<file path="config.mk">
export PLATFORM = sky130hd
export DESIGN_NAME = mpsk_symbol_slicer_core
export DESIGN_NICKNAME = d
export VERILOG_FILES = /design/src/rtl/core/mss_pkg.sv /design/src/rtl/core/mpsk_symbol_slicer_core.sv /design/src/rtl/core/mss_cordic_cell.sv /design/src/rtl/core/mss_byte_packer.sv
export SDC_FILE = /design/constraint.sdc
export NUM_CORES = 2
export LEC_CHECK = 0
export BUFFER_PORTS_ARGS = -buffer_cell sky130_fd_sc_hd__buf_2
export CORE_ASPECT_RATIO = 0.6
export CORE_MARGIN = 2
export CORE_UTILIZATION = 25
export CTS_CLUSTER_SIZE = 10
export DETAILED_ROUTE_END_ITERATION = 8
export HOLD_SLACK_MARGIN = 0.15
export SLEW_MARGIN = 20
export SYNTH_ARGS = -nofsm -noshare
export SYNTH_HDL_FRONTEND = slang
export SYNTH_SLANG_ARGS = --single-unit
</file>
<file path="constraint.sdc">
create_clock -name clk -period 43 [get_ports clk]
set_input_delay 8.6 -clock clk [delete_from_list [all_inputs] [get_ports clk]]
set_output_delay 8.6 -clock clk [all_outputs]
set_load 0.1 [all_outputs]
</file>
<file path="src/rtl/core/mss_pkg.sv">
package mss_pkg;

  // phase accumulator width: 2^32 is one full turn
  localparam int unsigned ACC_W = 32;
  localparam int unsigned ATAN_LEN = 24;

  // configuration port
  localparam int unsigned CFG_IDX_W = 3;
  localparam int unsigned CFG_DATA_W = 8;

  localparam logic [CFG_IDX_W-1:0] CFG_SYM_BITS        = 3'd0;
  localparam logic [CFG_IDX_W-1:0] CFG_SYM_PERIOD      = 3'd1;
  localparam logic [CFG_IDX_W-1:0] CFG_DECISION_OFFSET = 3'd2;
  localparam logic [CFG_IDX_W-1:0] CFG_OUTPUT_MODE     = 3'd3;

  // register reset values
  localparam logic [3:0] RST_SYM_BITS        = 4'd3;
  localparam logic [7:0] RST_SYM_PERIOD      = 8'd8;
  localparam logic [7:0] RST_DECISION_OFFSET = 8'd5;
  localparam logic       RST_OUTPUT_MODE     = 1'b1;

  localparam logic MODE_SYMBOL = 1'b0;
  localparam logic MODE_BYTE   = 1'b1;

  // atan(2^-k) as a fraction of one turn, truncated
  localparam logic [ACC_W-1:0] ATAN_TURNS [ATAN_LEN] = '{
    32'h20000000, 32'h12E4051D, 32'h09FB385B, 32'h051111D4,
    32'h028B0D43, 32'h0145D7E1, 32'h00A2F61E, 32'h00517C55,
    32'h0028BE53, 32'h00145F2E, 32'h000A2F98, 32'h000517CC,
    32'h00028BE6, 32'h000145F3, 32'h0000A2F9, 32'h0000517C,
    32'h000028BE, 32'h0000145F, 32'h00000A2F, 32'h00000517,
    32'h0000028B, 32'h00000145, 32'h000000A2, 32'h00000051
  };

  // control carried alongside each sample in the rotation chain
  typedef struct packed {
    logic valid;
    logic zero;
  } mss_tag_t;

  // output format settings
  typedef struct packed {
    logic [3:0] bits;
    logic       mode;
  } mss_fmt_t;

endpackage

</file>
<file path="src/rtl/core/mpsk_symbol_slicer_core.sv">
// M-PSK hard-decision slicer: takes one complex sample per clock, skips the
// first decision_offset samples, then decides one sample in every symbol
// period. The phase comes from a chain of CORDIC_STAGES vectoring cells, is
// rounded to one of 2^n sectors (n bits per symbol) and Gray coded; in byte
// mode the symbols are packed MSB-first and only whole bytes come out.
// Throughput is one sample per clock, set by the fully pipelined cell chain;
// a decided sample passes the input register (loaded at the transfer), one
// register per cell, the quantiser register and the packer register on its
// way to the output. When out_ready is low with a result waiting, the whole
// pipeline holds and in_ready drops.
module mpsk_symbol_slicer_core #(
  parameter int unsigned SAMPLE_WIDTH  = 16,
  parameter int unsigned CORDIC_STAGES = 16,
  parameter int unsigned COUNT_WIDTH   = 8
) (
  input  logic                                 clk,
  input  logic                                 rst_n,
  input  logic                                 in_valid,
  output logic                                 in_ready,
  input  logic signed [SAMPLE_WIDTH-1:0]       in_sample_i,
  input  logic signed [SAMPLE_WIDTH-1:0]       in_sample_q,
  output logic                                 out_valid,
  input  logic                                 out_ready,
  output logic [7:0]                           out_value,
  input  logic                                 cfg_we,
  input  logic [mss_pkg::CFG_IDX_W-1:0]        cfg_index,
  input  logic [mss_pkg::CFG_DATA_W-1:0]       cfg_wdata
);

  localparam int unsigned XW = SAMPLE_WIDTH + 3;

  logic en;
  logic in_xfer;

  // configuration registers
  logic [3:0]             bits_r;
  logic [7:0]             spp_r;
  logic                   mode_r;
  mss_pkg::mss_fmt_t      fmt;

  // decision timing
  logic [COUNT_WIDTH-1:0] skip_r, skip_nxt;
  logic [COUNT_WIDTH-1:0] phase_r, phase_nxt;
  logic [COUNT_WIDTH-1:0] period;
  logic [COUNT_WIDTH:0]   phase_inc;
  logic                   decide;

  // pre-rotation
  logic signed [XW-1:0]   xi, yi;
  logic signed [XW-1:0]   x0_nxt, y0_nxt;
  logic [mss_pkg::ACC_W-1:0] acc0_nxt;

  // cell chain taps
  mss_pkg::mss_tag_t          tag_c [CORDIC_STAGES+1];
  logic signed [XW-1:0]       x_c   [CORDIC_STAGES+1];
  logic signed [XW-1:0]       y_c   [CORDIC_STAGES+1];
  logic [mss_pkg::ACC_W-1:0]  acc_c [CORDIC_STAGES+1];

  mss_pkg::mss_tag_t          tag0_r;
  logic signed [XW-1:0]       x0_r, y0_r;
  logic [mss_pkg::ACC_W-1:0]  acc0_r;

  // pipeline advances unless a result is waiting and not taken
  assign en       = !out_valid || out_ready;
  assign in_ready = en;
  assign in_xfer  = in_valid && in_ready;

  // register writes
  always_ff @(posedge clk) begin
    if (!rst_n) begin
      bits_r <= mss_pkg::RST_SYM_BITS;
      spp_r  <= mss_pkg::RST_SYM_PERIOD;
      mode_r <= mss_pkg::RST_OUTPUT_MODE;
    end else if (cfg_we) begin
      case (cfg_index)
        mss_pkg::CFG_SYM_BITS:    bits_r <= cfg_wdata[3:0];
        mss_pkg::CFG_SYM_PERIOD:  spp_r  <= cfg_wdata;
        mss_pkg::CFG_OUTPUT_MODE: mode_r <= cfg_wdata[0];
        default: ;
      endcase
    end
  end

  assign fmt.bits = bits_r;
  assign fmt.mode = mode_r;

  // skip and period counters
  always_comb begin
    period = COUNT_WIDTH'(spp_r);
    if (period == '0) begin
      period = COUNT_WIDTH'(1);
    end
    phase_inc = {1'b0, phase_r} + (COUNT_WIDTH+1)'(1);
    decide    = (skip_r == '0) && (phase_r == '0);

    skip_nxt  = skip_r;
    phase_nxt = phase_r;
    if (cfg_we && (cfg_index == mss_pkg::CFG_DECISION_OFFSET)) begin
      skip_nxt  = COUNT_WIDTH'(cfg_wdata);
      phase_nxt = '0;
    end else if (in_xfer) begin
      if (skip_r != '0) begin
        skip_nxt = skip_r - COUNT_WIDTH'(1);
      end else if (phase_inc >= {1'b0, period}) begin
        phase_nxt = '0;
      end else begin
        phase_nxt = phase_inc[COUNT_WIDTH-1:0];
      end
    end
  end

  always_ff @(posedge clk) begin
    if (!rst_n) begin
      skip_r  <= COUNT_WIDTH'(mss_pkg::RST_DECISION_OFFSET);
      phase_r <= '0;
    end else begin
      skip_r  <= skip_nxt;
      phase_r <= phase_nxt;
    end
  end

  // fold left half-plane into the right, starting half a turn round
  always_comb begin
    xi = XW'(in_sample_i);
    yi = XW'(in_sample_q);
    if (xi[XW-1]) begin
      x0_nxt   = -xi;
      y0_nxt   = -yi;
      acc0_nxt = 32'h80000000;
    end else begin
      x0_nxt   = xi;
      y0_nxt   = yi;
      acc0_nxt = '0;
    end
  end

  // input register
  always_ff @(posedge clk) begin
    if (!rst_n) begin
      tag0_r <= '0;
    end else if (en) begin
      tag0_r.valid <= in_xfer && decide;
      tag0_r.zero  <= (xi == '0) && (yi == '0);
    end
  end

  always_ff @(posedge clk) begin
    if (en) begin
      x0_r   <= x0_nxt;
      y0_r   <= y0_nxt;
      acc0_r <= acc0_nxt;
    end
  end

  assign tag_c[0] = tag0_r;
  assign x_c[0]   = x0_r;
  assign y_c[0]   = y0_r;
  assign acc_c[0] = acc0_r;

  // chain of rotation cells
  for (genvar k = 0; k < CORDIC_STAGES; k++) begin : g_cell
    mss_cordic_cell #(
      .XW    (XW),
      .SHIFT (k),
      .ATAN  (mss_pkg::ATAN_TURNS[k])
    ) u_cell (
      .clk     (clk),
      .rst_n   (rst_n),
      .en      (en),
      .in_tag  (tag_c[k]),
      .in_x    (x_c[k]),
      .in_y    (y_c[k]),
      .in_acc  (acc_c[k]),
      .out_tag (tag_c[k+1]),
      .out_x   (x_c[k+1]),
      .out_y   (y_c[k+1]),
      .out_acc (acc_c[k+1])
    );
  end

  // quantiser, gray coder and byte packer
  mss_byte_packer u_packer (
    .clk       (clk),
    .rst_n     (rst_n),
    .en        (en),
    .in_tag    (tag_c[CORDIC_STAGES]),
    .in_acc    (acc_c[CORDIC_STAGES]),
    .fmt       (fmt),
    .out_valid (out_valid),
    .out_value (out_value)
  );

endmodule

</file>
<file path="src/rtl/core/mss_cordic_cell.sv">
module mss_cordic_cell #(
  parameter int unsigned XW    = 19,
  parameter int unsigned SHIFT = 0,
  parameter logic [31:0] ATAN  = 32'h20000000
) (
  input  logic                         clk,
  input  logic                         rst_n,
  input  logic                         en,
  input  mss_pkg::mss_tag_t            in_tag,
  input  logic signed [XW-1:0]         in_x,
  input  logic signed [XW-1:0]         in_y,
  input  logic [mss_pkg::ACC_W-1:0]    in_acc,
  output mss_pkg::mss_tag_t            out_tag,
  output logic signed [XW-1:0]         out_x,
  output logic signed [XW-1:0]         out_y,
  output logic [mss_pkg::ACC_W-1:0]    out_acc
);

  mss_pkg::mss_tag_t             tag_r;
  logic signed [XW-1:0]          x_r, x_nxt;
  logic signed [XW-1:0]          y_r, y_nxt;
  logic [mss_pkg::ACC_W-1:0]     acc_r, acc_nxt;

  // one vectoring micro-rotation, driving y towards zero
  always_comb begin
    if (!in_y[XW-1]) begin
      x_nxt   = in_x + (in_y >>> SHIFT);
      y_nxt   = in_y - (in_x >>> SHIFT);
      acc_nxt = in_acc + ATAN;
    end else begin
      x_nxt   = in_x - (in_y >>> SHIFT);
      y_nxt   = in_y + (in_x >>> SHIFT);
      acc_nxt = in_acc - ATAN;
    end
  end

  // control
  always_ff @(posedge clk) begin
    if (!rst_n) begin
      tag_r <= '0;
    end else if (en) begin
      tag_r <= in_tag;
    end
  end

  // datapath
  always_ff @(posedge clk) begin
    if (en) begin
      x_r   <= x_nxt;
      y_r   <= y_nxt;
      acc_r <= acc_nxt;
    end
  end

  assign out_tag = tag_r;
  assign out_x   = x_r;
  assign out_y   = y_r;
  assign out_acc = acc_r;

endmodule

</file>
<file path="src/rtl/core/mss_byte_packer.sv">
module mss_byte_packer (
  input  logic                       clk,
  input  logic                       rst_n,
  input  logic                       en,
  input  mss_pkg::mss_tag_t          in_tag,
  input  logic [mss_pkg::ACC_W-1:0]  in_acc,
  input  mss_pkg::mss_fmt_t          fmt,
  output logic                       out_valid,
  output logic [7:0]                 out_value
);

  logic [3:0]  eff_bits;
  logic [31:0] acc_eff;
  logic [32:0] rounded;
  logic [32:0] sector;
  logic [7:0]  sym_mask;
  logic [7:0]  sym;

  logic        gvalid_r;
  logic [7:0]  gray_r, gray_nxt;

  logic [7:0]  pack_byte_r, pack_byte_nxt;
  logic [2:0]  bit_pos_r, bit_pos_nxt;
  logic        out_valid_r, out_valid_nxt;
  logic [7:0]  out_value_r, out_value_nxt;

  // bits per symbol clamped to 1..8
  always_comb begin
    if (fmt.bits == 4'd0) begin
      eff_bits = 4'd1;
    end else if (fmt.bits > 4'd8) begin
      eff_bits = 4'd8;
    end else begin
      eff_bits = fmt.bits;
    end
  end

  // round phase to nearest sector, wrap and gray code
  always_comb begin
    acc_eff  = in_tag.zero ? 32'd0 : in_acc;
    rounded  = {1'b0, acc_eff} + (33'd1 << (5'd31 - 5'(eff_bits)));
    sector   = rounded >> (6'd32 - 6'(eff_bits));
    sym_mask = 8'((9'd1 << eff_bits) - 9'd1);
    sym      = sector[7:0] & sym_mask;
    gray_nxt = sym ^ (sym >> 1);
  end

  always_ff @(posedge clk) begin
    if (!rst_n) begin
      gvalid_r <= 1'b0;
    end else if (en) begin
      gvalid_r <= in_tag.valid;
    end
  end

  always_ff @(posedge clk) begin
    if (en) begin
      gray_r <= gray_nxt;
    end
  end

  // msb-first packing, at most one byte completes per symbol
  always_comb begin
    logic [7:0] byte_v;
    logic [2:0] pos_v;
    logic       emit_v;
    logic [7:0] done_v;
    byte_v = pack_byte_r;
    pos_v  = bit_pos_r;
    emit_v = 1'b0;
    done_v = '0;
    for (int i = 7; i >= 0; i--) begin
      if (i < int'(eff_bits)) begin
        if (gray_r[3'(i)]) begin
          byte_v[pos_v] = 1'b1;
        end
        if (pos_v == 3'd0) begin
          done_v = byte_v;
          emit_v = 1'b1;
          byte_v = '0;
          pos_v  = 3'd7;
        end else begin
          pos_v = pos_v - 3'd1;
        end
      end
    end

    pack_byte_nxt = pack_byte_r;
    bit_pos_nxt   = bit_pos_r;
    out_valid_nxt = 1'b0;
    out_value_nxt = out_value_r;
    if (gvalid_r) begin
      if (fmt.mode == mss_pkg::MODE_SYMBOL) begin
        out_valid_nxt = 1'b1;
        out_value_nxt = gray_r;
      end else begin
        pack_byte_nxt = byte_v;
        bit_pos_nxt   = pos_v;
        out_valid_nxt = emit_v;
        out_value_nxt = done_v;
      end
    end
  end

  always_ff @(posedge clk) begin
    if (!rst_n) begin
      pack_byte_r <= '0;
      bit_pos_r   <= 3'd7;
      out_valid_r <= 1'b0;
    end else if (en) begin
      pack_byte_r <= pack_byte_nxt;
      bit_pos_r   <= bit_pos_nxt;
      out_valid_r <= out_valid_nxt;
    end
  end

  always_ff @(posedge clk) begin
    if (en) begin
      out_value_r <= out_value_nxt;
    end
  end

  assign out_valid = out_valid_r;
  assign out_value = out_value_r;

endmodule
</file>
Yosys cells after proc, flatten, opt, wreduce, memory -nomap -nowiden. Cells that the tools add are included.

Logic and storage cells: 404. Output and inout port bits: 10. Flip-flop bits (word level): 1225.

Order comparisons: 18. Mux-type cells: 136. $add $sub $neg: 105. Eq/ne operators: 3. Shift-type cells: 3. Bitwise operators: 8. Reductions and logical operators: 37.

Operators with widths (number): two-way mux 32 bit (18); two-way mux 19 bit (30); two-way mux 8 bit (43); two-way mux 3 bit (16); adder 19 x 10 -> 19 bit (2); adder 19 x 11 -> 19 bit (2); adder 19 x 12 -> 19 bit (2); adder 19 x 13 -> 19 bit (2); adder 19 x 14 -> 19 bit (2); adder 19 x 15 -> 19 bit (2); adder 19 x 16 -> 19 bit (2); adder 19 x 17 -> 19 bit (2); adder 19 x 18 -> 19 bit (2); adder 19 x 6 -> 19 bit (2); adder 19 x 7 -> 19 bit (2); adder 19 x 8 -> 19 bit (2); adder 19 x 9 -> 19 bit (2); logical NOT 19 bit (2); negator 16 -> 19 bit (2); subtractor 19 x 10 -> 19 bit (2); subtractor 19 x 11 -> 19 bit (2); subtractor 19 x 12 -> 19 bit (2); subtractor 19 x 13 -> 19 bit (2); subtractor 19 x 14 -> 19 bit (2); 81 further kinds (163).

Depth between registers and ports, before layout.
Depth after elaboration: 36. Depth in mapped cells: 38. Gate-level depth less buffers: 33.

Hierarchy. Synthesis repeated with hierarchy kept, for this count alone.

Cells, all modules: 10999. Area, all modules: 104984.4 um^2.

Modules (own cells, without submodules): mss_cordic_cell (g_cell[7].u_cell) (instances 1, cells an instance 714, area an instance 6548.8 um^2); mss_cordic_cell (g_cell[1].u_cell) (instances 1, cells an instance 655, area an instance 6289.8 um^2); mss_cordic_cell (g_cell[4].u_cell) (instances 1, cells an instance 673, area an instance 6272.3 um^2); mss_cordic_cell (g_cell[6].u_cell) (instances 1, cells an instance 626, area an instance 6137.1 um^2); mss_cordic_cell (g_cell[5].u_cell) (instances 1, cells an instance 633, area an instance 6133.4 um^2); mss_cordic_cell (g_cell[8].u_cell) (instances 1, cells an instance 645, area an instance 6132.1 um^2); mss_cordic_cell (g_cell[3].u_cell) (instances 1, cells an instance 635, area an instance 6127.1 um^2); mss_cordic_cell (g_cell[2].u_cell) (instances 1, cells an instance 644, area an instance 6078.3 um^2); mss_cordic_cell (g_cell[12].u_cell) (instances 1, cells an instance 623, area an instance 5974.5 um^2); mss_cordic_cell (g_cell[14].u_cell) (instances 1, cells an instance 614, area an instance 5964.5 um^2); mss_cordic_cell (g_cell[10].u_cell) (instances 1, cells an instance 612, area an instance 5950.7 um^2); mss_cordic_cell (g_cell[11].u_cell) (instances 1, cells an instance 605, area an instance 5944.5 um^2); mss_cordic_cell (g_cell[9].u_cell) (instances 1, cells an instance 599, area an instance 5913.2 um^2); mss_cordic_cell (g_cell[15].u_cell) (instances 1, cells an instance 600, area an instance 5880.6 um^2); +4 rows.

Worst setup path after synthesis. No wires, ideal clock.

Path kind: input to output. From: input port out_ready. To: output port in_ready. Path slack: -2503 ps. Data arrival time: 36903 ps. Required time: 34400 ps. Buffers on the path: 3. Stages: 5. Path through: nor2b_1 -> clkbuf_1 -> inv_1 -> clkbuf_1 -> buf_1.

Cells in the longest elaborated chain, start to end: 1.

RTL lines: start, declared (RTL line mpsk_symbol_slicer_core.sv:23) `input logic out_ready,`; logical OR 1 bit (RTL line mpsk_symbol_slicer_core.sv:64) `assign en = !out_valid || out_ready;`; end, declared (RTL line mpsk_symbol_slicer_core.sv:19) `output logic in_ready,`.

No other way between the ends.

Final worst setup path. Same ends and word-level chain as after synthesis.

==> flow_metrics.py <==
metrics = {
    "layout": {
        "area_delta_synth_final_pct": 10.62,
        "fillers": 35560,
        "nets": 10020,
        "drive_above_1_share_pct": 3.768,
        "multi_input_area_mm2": 0.05117,
        "ff_latch_area_mm2": 0.03170,
        "final_cell_mix": "ha_1, edfxtp_1, nor2_1",
        "final_common_cell": "ha_1",
    },
    "routing": {
        "drtIter0Drc": 6482,
        "viasPerCell": 4.785,
        "met2_wirelength_mm": 67.85,
        "antenna_left": 0,
        "drc": 0,
        "via_count": 64380,
        "wl_mm": 209.6,
        "dr_wl_met3_mm": 17.09,
        "dr.pass1.iters": 6,
        "wl_per_cell_um": 15.58,
        "routedLengthMet1_mm": 122.4,
        "top_layer_used": "met5",
    },
    "place": {
        "place_congestion": 0.8720,
        "io_buffers": 57,
        "dp_hpwl_mm": 161.3,
    },
    "yosys": {
        "synth_cells": 8819,
        "ys_types": 94,
        "synth_top_area_share_pct": 35.48,
        "ys_top_cells_by_area": "edfxtp_1, ha_1, xnor2_1, a21oi_1, nor2_1",
        "synth_area_mm2": 0.08507,
        "synthFlopType": "edfxtp_1",
        "async_flop_share_pct": 0,
        "synth.avg_cell_area_um2": 9.646,
        "synth_largest_area_cell": "edfxtp_1",
        "synth-seq-area-share_pct": 37.26,
        "ys_ff_latch": 1081,
        "synth_edf_count": 1005,
        "yosys_warnings": 0,
    },
    "min_path": {
        "hold_class": "register to register",
    },
    "floorplan": {
        "die_h_um": 455.8,
        "die_area_mm2": 0.3451,
        "core_area_mm2": 0.3377,
        "pin_count": 58,
        "start_util_pct": 25.19,
        "fp-row-count": 165,
        "die_x_um": 757.1,
    },
    "worst_setup_path": {
        "required_ps": 34400,
        "r2r-end": "u_packer.out_value[3]$_DFFE_PP_",
        "endpoint_kind": "primary output",
        "path_max_fanout": 36,
        "rr_startpoint": "bits_r[3]$_SDFFE_PN0P_",
        "crit_path_start_kind": "primary input",
        "startpoint": "out_ready",
        "crit_type": "primary input to primary output",
        "critPathArrivalTime_ps": 10240,
        "r2r_setup_slack_ps": 33730,
        "reg2reg_depth": 33,
        "cp-endpoint": "in_ready",
    },
    "sta": {
        "hold_viol_final": 0,
        "max_freq_mhz": 53.09,
        "setup-violations-final": 0,
        "skew_ps": 41.79,
        "setup_tns_ps": 0,
        "rsz0062_at_grt": "false",
        "min_period_ps": 18840,
        "tightestPinTransition_ps": 1169,
        "slew_viol_final": 0,
        "fin_crit_sh_pct": 43.81,
        "relSlewSlack_pct": 20.03,
    },
    "clock_tree": {
        "path_clk_slew_ps": 60,
        "cts_buffers": 120,
        "cts_max_path_buffers": 3,
        "htreeDepth": 3,
        "clock_latency_ps": 760,
        "postCtsHoldBufs": 0,
        "cts_root_buf": "clkbuf_16",
        "cts_resized": 0,
        "postCtsSetupRepairBufs": 0,
        "cts_sinks": 1081,
        "cts_tree": "yes",
    },
    "grt": {
        "grt_max_degree": 165,
        "grt_first_pass_wirelength_mm": 330.2,
        "grt_overflow": 0,
        "antenna_found_initial": 4,
        "grt_pass1_vias": 56370,
        "grt_usage_pct": 11.63,
    },
    "outcome": {
        "status": "complete, no violations",
    },
    "flow_run": {
        "maxCapViolCount": 0,
    },
}
## per-layer routing
| metal | vias to the layer above | GRT usage [%] |
|---|---|---|
| met5 | - | 0 |
| met4 | 2 | 1.343 |
| met3 | 176 | 2.509 |
| met2 | 1750 | 12.95 |
| met1 | 29810 | 21.10 |
| li1 | 32640 | - |
## kinds of logic after synthesis
family                     count (synthesis)  share of synthesized area, %
and+or+nand+nor                         2620                         14.54
xor gates and xnor gates                1082                         11.14
DFF                                     1081                         37.26
buffers and inverters                    596                         2.647
adders and majority gates               1070                         16.10
muxes                                     61                        0.7883
other                                      1                      0.004408
AOI/OAI and AO/OA                       2308                         17.52
## per-stage QoR
step                instance area, µm²  setup WS [ps]  hold WS [ps]  util (%)  std cells
floorplan                        85090          716.5         400.3         -       8824
global placement                 90820          24130         409.2     26.89      13290
detailed placement               90830          24130         407.1     26.89      13290
CTS                              94090          24140         421.4     27.86      13450
global route                     94100          24030         440.9     27.86      13450
finish                           94100          24160         419.0     27.86      13450
## cells in the mapped netlist, types with 19 or more instances
cell type / number
a211oi_1: 59
o41a_1: 30
mux2_2: 24
nand3_1: 197
o21bai_1: 106
a41oi_1: 36
fa_1: 41
dfxtp_1: 76
a211o_1: 22
xor2_1: 337
or2_2: 34
nor2b_1: 143
nor2_1: 794
o21a_1: 149
or4_1: 25
a21boi_0: 81
nand2b_1: 122
o41ai_1: 35
o31ai_1: 36
nand4_1: 26
edfxtp_1: 1005
a21o_1: 257
and3_1: 94
o2111ai_1: 23
nor3_1: 363
nor4_1: 40
and2_1: 63
inv_1: 444
mux2i_1: 34
ha_1: 1029
clkbuf_1: 122
a31oi_1: 102
or3_1: 64
nand2_1: 597
o211ai_1: 45
o21ai_0: 394
buf_1: 19
xnor2_1: 745
a2111oi_0: 37
a21oi_1: 731
## worst max-delay path: stages
cell and delay, ps:
buf_2 120, nor2b_4 710, inv_8 280, buf_2 490
## state kept, by name, summed over array words and instances (netlist names), 2 cells and up
register,flops
bits_r,4
g_cell.u_cell.out_acc,432
g_cell.u_cell.out_tag,32
g_cell.u_cell.out_x,251
g_cell.u_cell.out_y,267
phase_r,8
skip_r,8
spp_r,8
tag0_r,2
u_packer.bit_pos_r,3
u_packer.gray_r,8
u_packer.out_value,8
u_packer.pack_byte_r,8
x0_r,19
y0_r,19
## worst min path at each step
stage / cells after the start / startpoint / to / slack (ps)
finish: 0 / g_cell[9].u_cell.out_acc[1]$_DFFE_PN_ / g_cell[10].u_cell.out_acc[1]$_DFFE_PN_ / 420
global route: 0 / g_cell[9].u_cell.out_acc[1]$_DFFE_PN_ / g_cell[10].u_cell.out_acc[1]$_DFFE_PN_ / 440
CTS: 0 / g_cell[9].u_cell.out_acc[1]$_DFFE_PN_ / g_cell[10].u_cell.out_acc[1]$_DFFE_PN_ / 420
detailed placement: 0 / g_cell[9].u_cell.out_acc[1]$_DFFE_PN_ / g_cell[10].u_cell.out_acc[1]$_DFFE_PN_ / 410
global placement: 0 / g_cell[9].u_cell.out_acc[1]$_DFFE_PN_ / g_cell[10].u_cell.out_acc[1]$_DFFE_PN_ / 410
floorplan: 0 / g_cell[9].u_cell.out_acc[1]$_DFFE_PN_ / g_cell[10].u_cell.out_acc[1]$_DFFE_PN_ / 400
## final cells by class
cell class                      count  area share, %
Clock inverter                      8        0.06249
Sequential cell                  1081          33.69
Timing Repair Buffer              100         0.6768
Inverter                          448          1.795
Clock buffer                      159          3.403
Antenna cell                        2       0.005319
Tap cell                         4509          5.995
Multi-Input combinational cell   7147          54.38
Power is not shown: default switching activity piles up to over one toggle a cycle in this logic, so the estimate is an artifact.
